==> config.mk <==
export PLATFORM = sky130hd
export DESIGN_NAME = csv_field_tokenizer_core
export DESIGN_NICKNAME = d
export VERILOG_FILES = /design/src/sv/csvft_pkg.sv /design/src/sv/csv_field_tokenizer_core.sv
export VERILOG_INCLUDE_DIRS = /design/src /design/src/sv
export SDC_FILE = /design/constraint.sdc
export NUM_CORES = 1
export LEC_CHECK = 0
export ABC_AREA = 0
export BUFFER_PORTS_ARGS = -buffer_cell sky130_fd_sc_hd__buf_2
export CORE_ASPECT_RATIO = 1.4
export CORE_MARGIN = 5
export CORE_UTILIZATION = 45
export CTS_CLUSTER_SIZE = 10
export DETAILED_ROUTE_END_ITERATION = 7
export MAX_ROUTING_LAYER = met4
export SLEW_MARGIN = 10
export SYNTH_ARGS = -nofsm -noshare
export SYNTH_HDL_FRONTEND = slang
export SYNTH_SLANG_ARGS = --single-unit
==> constraint.sdc <==
create_clock -name clock -period 26.4 [get_ports clock]
set_clock_uncertainty 0.1 [all_clocks]
set_input_delay 2.64 -clock clock [delete_from_list [all_inputs] [get_ports clock]]
set_output_delay 2.64 -clock clock [all_outputs]
set_load 0.005 [all_outputs]
==> src/sv/csv_field_tokenizer_core_assert.svh <==
// Assertion macros for the CSV field tokenizer core.
`ifndef CSV_FIELD_TOKENIZER_CORE_ASSERT_SVH
`define CSV_FIELD_TOKENIZER_CORE_ASSERT_SVH
`ifndef SYNTHESIS
`define CSVFT_ASSERT_ALWAYS(label, clk, rst, expr) \
   label: assert property (@(posedge clk) disable iff (rst) (expr)) \
      else $error("assertion failed: invariant");
`define CSVFT_ASSERT_NEXT(label, clk, rst, pre, post) \
   label: assert property (@(posedge clk) disable iff (rst) (pre) |=> (post)) \
      else $error("assertion failed: next-cycle check");
`else
`define CSVFT_ASSERT_ALWAYS(label, clk, rst, expr)
`define CSVFT_ASSERT_NEXT(label, clk, rst, pre, post)
`endif
`endif

==> src/sv/csvft_pkg.sv <==
// Package with constants and item types of the CSV field tokenizer.
`timescale 1ns / 1ps
package csvft_pkg;

   localparam int COUNT_WIDTH_DEFAULT = 16;
   localparam int FIFO_DEPTH = 4;
   localparam int FIFO_PTR_WIDTH = 2;

   localparam logic [7:0] SEPARATOR_RESET = 8'h2C;
   localparam logic [7:0] CHAR_QUOTE = 8'h22;
   localparam logic [7:0] CHAR_BACKSLASH = 8'h5C;
   localparam logic [7:0] CHAR_LINE_FEED = 8'h0A;
   localparam logic [7:0] CHAR_CARRIAGE_RETURN = 8'h0D;

   typedef struct packed {
      logic [7:0] data_byte;
      logic end_of_input;
      logic [31:0] line_offset;
   } req_payload_type;

   typedef struct packed {
      logic [15:0] field_length;
      logic [15:0] field_index;
      logic [31:0] field_offset;
      logic line_closed;
      logic run_last;
   } rsp_payload_type;

endpackage

==> src/sv/csv_field_tokenizer_core.sv <==
// CSV field tokenizer: splits a byte stream into field descriptors.
// Each result item enters the result queue at the clock edge that accepts its byte.
// Throughput: one byte per cycle while the queue has room; results leave one at a time
// through the single output port of the four-entry result queue.
// Bytes are stalled while fewer than two queue entries are free.
// Reset is synchronous and active high; it clears the line state and sets the separator to comma.
`timescale 1ns / 1ps
`include "csv_field_tokenizer_core_assert.svh"
module csv_field_tokenizer_core #(
   parameter int COUNT_WIDTH = csvft_pkg::COUNT_WIDTH_DEFAULT
) (
   input  logic clock,
   input  logic reset,
   input  logic req_valid,
   output logic req_stall,
   input  csvft_pkg::req_payload_type req_payload,
   output logic rsp_valid,
   input  logic rsp_stall,
   output csvft_pkg::rsp_payload_type rsp_payload,
   input  logic csr_write_enable,
   input  logic [7:0] csr_write_data
);

   localparam int PTR_W = csvft_pkg::FIFO_PTR_WIDTH;
   localparam int CNT_W = PTR_W + 1;

   logic [7:0] separator_ff;
   logic in_quotes_ff, in_quotes_in;
   logic prev_backslash_ff, prev_backslash_in;
   logic prev_cr_ff, prev_cr_in;
   logic first_pending_ff, first_pending_in;
   logic line_finished_ff, line_finished_in;
   logic [COUNT_WIDTH-1:0] current_length_ff, current_length_in;
   logic [COUNT_WIDTH-1:0] current_index_ff, current_index_in;
   logic [COUNT_WIDTH-1:0] byte_position_ff, byte_position_in;
   logic [COUNT_WIDTH-1:0] field_start_ff, field_start_in;
   logic [31:0] base_offset_ff, base_offset_in;

   csvft_pkg::rsp_payload_type fifo_ff [csvft_pkg::FIFO_DEPTH];
   logic [PTR_W-1:0] wr_ptr_ff, wr_ptr_in, wr_ptr_next;
   logic [PTR_W-1:0] rd_ptr_ff, rd_ptr_in;
   logic [CNT_W-1:0] count_ff, count_in;

   logic req_accept, rsp_pop;
   logic [1:0] n_res;
   csvft_pkg::rsp_payload_type res0, res1;

   function automatic logic [COUNT_WIDTH-1:0] sat_inc(input logic [COUNT_WIDTH-1:0] v);
      return (v == {COUNT_WIDTH{1'b1}}) ? v : v + {{(COUNT_WIDTH-1){1'b0}}, 1'b1};
   endfunction

   function automatic logic [15:0] sat16(input logic [COUNT_WIDTH-1:0] v);
      logic [31:0] w;
      w = 32'(v);
      return (w > 32'h0000FFFF) ? 16'hFFFF : w[15:0];
   endfunction

   function automatic csvft_pkg::rsp_payload_type make_rsp(
      input logic [COUNT_WIDTH-1:0] len,
      input logic [COUNT_WIDTH-1:0] idx,
      input logic [31:0] base,
      input logic [COUNT_WIDTH-1:0] start,
      input logic closed
   );
      csvft_pkg::rsp_payload_type r;
      r.field_length = sat16(len);
      r.field_index = sat16(idx);
      r.field_offset = base + 32'(start);
      r.line_closed = closed;
      r.run_last = 1'b0;
      return r;
   endfunction

   assign req_stall = reset || (count_ff > CNT_W'(csvft_pkg::FIFO_DEPTH - 2));
   assign req_accept = req_valid && !req_stall;
   assign rsp_valid = count_ff != '0;
   assign rsp_pop = rsp_valid && !rsp_stall;
   assign rsp_payload = fifo_ff[rd_ptr_ff];
   assign wr_ptr_next = wr_ptr_ff + PTR_W'(1);

   always_comb begin
      logic [7:0] b;
      logic lf;
      logic [COUNT_WIDTH-1:0] out_len;
      b = req_payload.data_byte;
      lf = 1'b0;
      out_len = current_length_ff;
      in_quotes_in = in_quotes_ff;
      prev_backslash_in = prev_backslash_ff;
      prev_cr_in = prev_cr_ff;
      first_pending_in = first_pending_ff;
      line_finished_in = line_finished_ff;
      current_length_in = current_length_ff;
      current_index_in = current_index_ff;
      byte_position_in = byte_position_ff;
      field_start_in = field_start_ff;
      base_offset_in = base_offset_ff;
      n_res = 2'd0;
      res0 = make_rsp(current_length_ff, current_index_ff, base_offset_ff, field_start_ff, 1'b0);
      res1 = res0;
      if (req_accept) begin
         if (!line_finished_ff) begin
            if (first_pending_ff) begin
               base_offset_in = req_payload.line_offset;
               first_pending_in = 1'b0;
            end
            byte_position_in = sat_inc(byte_position_ff);
            if (b == csvft_pkg::CHAR_QUOTE) begin
               if (prev_backslash_ff) begin
                  current_length_in = (current_length_ff == '0) ?
                     {{(COUNT_WIDTH-1){1'b0}}, 1'b1} : current_length_ff;
               end else begin
                  in_quotes_in = !in_quotes_ff;
                  current_length_in = sat_inc(current_length_ff);
               end
            end else if (b == csvft_pkg::CHAR_LINE_FEED || b == separator_ff) begin
               if (in_quotes_ff) begin
                  current_length_in = sat_inc(current_length_ff);
               end else begin
                  lf = b == csvft_pkg::CHAR_LINE_FEED;
                  if (lf && prev_cr_ff && current_length_ff != '0) begin
                     out_len = current_length_ff - {{(COUNT_WIDTH-1){1'b0}}, 1'b1};
                  end
                  res0 = make_rsp(out_len, current_index_ff, base_offset_in,
                     field_start_ff, lf);
                  n_res = 2'd1;
                  field_start_in = byte_position_in;
                  current_index_in = sat_inc(current_index_ff);
                  current_length_in = '0;
                  if (lf) begin
                     line_finished_in = 1'b1;
                  end
               end
            end else begin
               current_length_in = sat_inc(current_length_ff);
            end
            prev_backslash_in = b == csvft_pkg::CHAR_BACKSLASH;
            prev_cr_in = b == csvft_pkg::CHAR_CARRIAGE_RETURN;
         end
         if (req_payload.end_of_input) begin
            if (!line_finished_in) begin
               if (n_res == 2'd0) begin
                  res0 = make_rsp(current_length_in, current_index_in, base_offset_in,
                     field_start_in, 1'b1);
                  n_res = 2'd1;
               end else begin
                  res1 = make_rsp(current_length_in, current_index_in, base_offset_in,
                     field_start_in, 1'b1);
                  n_res = 2'd2;
               end
            end
            in_quotes_in = 1'b0;
            prev_backslash_in = 1'b0;
            prev_cr_in = 1'b0;
            first_pending_in = 1'b1;
            line_finished_in = 1'b0;
            current_length_in = '0;
            current_index_in = '0;
            byte_position_in = '0;
            field_start_in = '0;
            base_offset_in = '0;
         end
         if (n_res == 2'd1) begin
            res0.run_last = 1'b1;
         end
         if (n_res == 2'd2) begin
            res1.run_last = 1'b1;
         end
      end
      wr_ptr_in = wr_ptr_ff + PTR_W'(n_res);
      rd_ptr_in = rsp_pop ? rd_ptr_ff + PTR_W'(1) : rd_ptr_ff;
      count_in = count_ff + CNT_W'(n_res) - CNT_W'(rsp_pop);
   end

   always_ff @(posedge clock) begin
      if (reset) begin
         separator_ff <= csvft_pkg::SEPARATOR_RESET;
         in_quotes_ff <= 1'b0;
         prev_backslash_ff <= 1'b0;
         prev_cr_ff <= 1'b0;
         first_pending_ff <= 1'b1;
         line_finished_ff <= 1'b0;
         current_length_ff <= '0;
         current_index_ff <= '0;
         byte_position_ff <= '0;
         field_start_ff <= '0;
         base_offset_ff <= '0;
         wr_ptr_ff <= '0;
         rd_ptr_ff <= '0;
         count_ff <= '0;
      end else begin
         if (csr_write_enable) begin
            separator_ff <= csr_write_data;
         end
         in_quotes_ff <= in_quotes_in;
         prev_backslash_ff <= prev_backslash_in;
         prev_cr_ff <= prev_cr_in;
         first_pending_ff <= first_pending_in;
         line_finished_ff <= line_finished_in;
         current_length_ff <= current_length_in;
         current_index_ff <= current_index_in;
         byte_position_ff <= byte_position_in;
         field_start_ff <= field_start_in;
         base_offset_ff <= base_offset_in;
         wr_ptr_ff <= wr_ptr_in;
         rd_ptr_ff <= rd_ptr_in;
         count_ff <= count_in;
      end
   end

   always_ff @(posedge clock) begin
      if (n_res != 2'd0) begin
         fifo_ff[wr_ptr_ff] <= res0;
      end
      if (n_res == 2'd2) begin
         fifo_ff[wr_ptr_next] <= res1;
      end
   end

   `CSVFT_ASSERT_ALWAYS(a_count_bound, clock, reset, count_ff <= CNT_W'(csvft_pkg::FIFO_DEPTH))
   `CSVFT_ASSERT_ALWAYS(a_finished_clean, clock, reset,
      !line_finished_ff || (current_length_ff == '0 && !in_quotes_ff))
   `CSVFT_ASSERT_NEXT(a_eoi_resets, clock, reset, req_accept && req_payload.end_of_input,
      first_pending_ff && !line_finished_ff && current_index_ff == '0)
   `CSVFT_ASSERT_NEXT(a_pop_count, clock, reset, rsp_pop && n_res == 2'd0,
      count_ff == $past(count_ff) - CNT_W'(1))

endmodule

==> run metrics <==
global route overflow=0; CP Class=input pin to register; CP dominant cell by count=nand2_1; met1 WL=34000 µm; global-route usage over all layers=28.1%; TritonCTS buffer count=46; f_max=0.134 GHz; clock sink count=382; Int Pwr=0.00116 W; critical path's slowest cell=a211oi_1; Setup TNS Final=0 ns; max-slew violations=0; Critical Path, Cell by Cell=buf_2, nor4b_4, a21boi_1, and3_2, nor2_4, buf_4, inv_6, nand2_1, nand2_1, ha_1, nand3_1, a211oi_1, o41ai_1, a211oi_2, nand2_1, a31o_2, a21oi_1, mux2i_1; Initial DRC Count=1854; # DRC=1; Post-synth ARST share=0%; vias in the first global route=20600; switching part of the total=29.5%; CP Capture Type=register; Synth top cells by count=nand2_1, edfxtp_1, nor2_1; Worst-Skew Late Latency=0.59 ns; Final Instance Area=27500 µm²; Hold Slack=0.413 ns; Max FO, Critical Path=31; largest net degree at the start of global routing=67; Sequential Power Share=41.4%; Post-Syn Area=25100 µm²; most instantiated library cell after synthesis=nand2_1; Static Leak=9.93 nW; core box area=55300 µm²; worst-margin pin slew=1.10 ns; Routed Antenna Nets=0; Rel. slew slack=26.8%; cell taking the most area after synthesis=edfxtp_1; Routed WL per cell=25.0 µm; count of hold-fix buffers inserted at cts=0; number of synthesized flops with an enable pin=264; met3 WL=5680 µm; non-filler instance count after layout=3389; dominant synthesized flop cell=edfxtp_1; Max VDD drop=0.0000406 V; register area share after synthesis=41.0%; number of vias per cell=6.23; CP top delay family=compound AO/OA/AOI/OAI gates; switching power=0.000487 W; DP Wirelength=59100 µm; worst min-delay path class=register to register; clock-pin transition on the worst setup and hold timing paths=0.05 ns; I/O Pins=122; combinational power share=22.0%; unrepaired setup endpoints after global routing=false; post-synthesis cell count=2623; share of layout cells above drive strength 1=15.3%; NumNets Final=2745; # Post-CTS Setup Buffers=0; top cells by area, synth=edfxtp_1, dfxtp_1, mux4_2; starting density of the core=45.4%; Mapped Avg Cell Area=9.56 µm²; final setup vio count=0; die area=60600 µm²; Synth top area share=31.6%; min Tclk post-route=7.45 ns; met2 wire len=41000 µm; count of different cell masters after synthesis=106; Syn Nets=2741; dpl cells=3307; gpl congestion=0.959; PortBufs=121; H-tree levels=2; Fin. Hold Viols=0; clk buf depth=3; Max-Cap Viols=0; Total Wirelength=84600 µm; Die Y=289 µm; DR pass1 iterations=8; PwrDens=60.0 nW/µm²; crit path DAT=7.65 ns; failing checks=DRC; Crit path largest cell delay=0.68 ns; chip width=210 µm; via count=21100; CTS tree=done; initial antenna violation count=0; final worst path period share=28.2%; # rows=102; Power Total=0.00165 W; Resize count post-CTS=0; synthesis-stage register bit count=382; Yosys warnings=0; Top Metal Used=met4; Area Overhead vs Synth=9.68%; Root Driver=clkbuf_16; run status=finished, violations left; CP startpoint kind=input pin; clock network power share=36.6%; first-pass GRT wire length=128000 µm; dpl cell area=26100 µm²; Worst Path Buf+Inv=3; Critical Path RT=26.60 ns
==> flip-flops by register name (all words and copies together) (netlist names), 2 cells and up, named ones only <==
| signal | flops |
|---|---|
| base_offset_ff | 32 |
| byte_position_ff | 16 |
| count_ff | 3 |
| current_index_ff | 16 |
| current_length_ff | 16 |
| field_start_ff | 16 |
| fifo_ff | 264 |
| rd_ptr_ff | 2 |
| separator_ff | 8 |
| wr_ptr_ff | 2 |
==> path summary, 6_finish.rpt <==
kind / start / endpoint / slack [ns] / depth (start not counted)
worst max-delay path: req_payload[35] / fifo_ff[0][27] / 18.95 / 18
worst min-delay path: separator_ff[5] / separator_ff[5] / 0.41 / 2
worst max register to register: byte_position_ff[3] / fifo_ff[0][27] / 20.50 / 17
worst min register to register: separator_ff[5] / separator_ff[5] / 0.41 / 2
==> cell type report <==
cell class                      instances  area [µm²]
Antenna cell                            1        2.50
Clock buffer                           74        1310
Clock inverter                          7        80.1
Fill cell                            5064       27800
Inverter                               42         163
Multi-Input combinational cell       1999       13900
Sequential cell                       382       10300
Tap cell                              728         911
Timing Repair Buffer                  156         871
==> placed cells by master, fill, tap and decap left out, types with 54 or more instances in the layout <==
| master | n |
|---|---|
| xor2_1 | 67 |
| nand3_1 | 127 |
| edfxtp_1 | 264 |
| a21oi_1 | 199 |
| dfxtp_1 | 115 |
| nor2_1 | 247 |
| nand2_1 | 276 |
| xnor2_1 | 97 |
| mux4_2 | 66 |
| buf_2 | 120 |
| o21ai_0 | 171 |
| mux2i_1 | 94 |
| a22oi_1 | 54 |
| ha_1 | 60 |
==> worst min-delay path, cell delays in order, from the launching register on <==
cell	delay, ns
dfxtp_1	0.35
mux2i_1	0.08
nand2_1	0.06
==> per-layer routing <==
| layer | up-vias | track usage [%] |
|---|---|---|
| met5 | - | - |
| met4 | 0 | 11.7 |
| met3 | 178 | 3.86 |
| met2 | 857 | 46.3 |
| met1 | 10300 | 34.9 |
| li1 | 9737 | - |
==> kinds of logic (layout without fill, tap and decap cells) <==
group,Yosys count,in the layout,synth area share (%)
muxes,202,202,11.6
AOI/OAI and AO/OA,698,698,17.5
and+or+nand+nor,871,871,16.8
xor gates and xnor gates,164,164,5.73
other,0,1,0
adders and majority gates,64,64,3.31
buffers and inverters,242,279,4.08
DFF,382,382,41.0
==> metrics by stage <==
step	util (%)	setup WS [ns]
final	49.8	18.95
after global placement	47.3	18.62
after detailed placement	47.3	18.43
after CTS	49.8	19.06
after floorplan	-	15.78
after global routing	49.8	18.61
==> power groups by stage <==
stage / logic [W] / clock network, W / registers, W
final: 0.000363 / 0.000603 / 0.000683
after global routing: 0.000391 / 0.000642 / 0.000686
after CTS: 0.000368 / 0.000616 / 0.000684
after detailed placement: 0.000366 / 0 / 0.000696
after global placement: 0.000364 / 0 / 0.000695
after floorplan: 0.000240 / 0 / 0.000680
(Power assumes the default switching activity.)
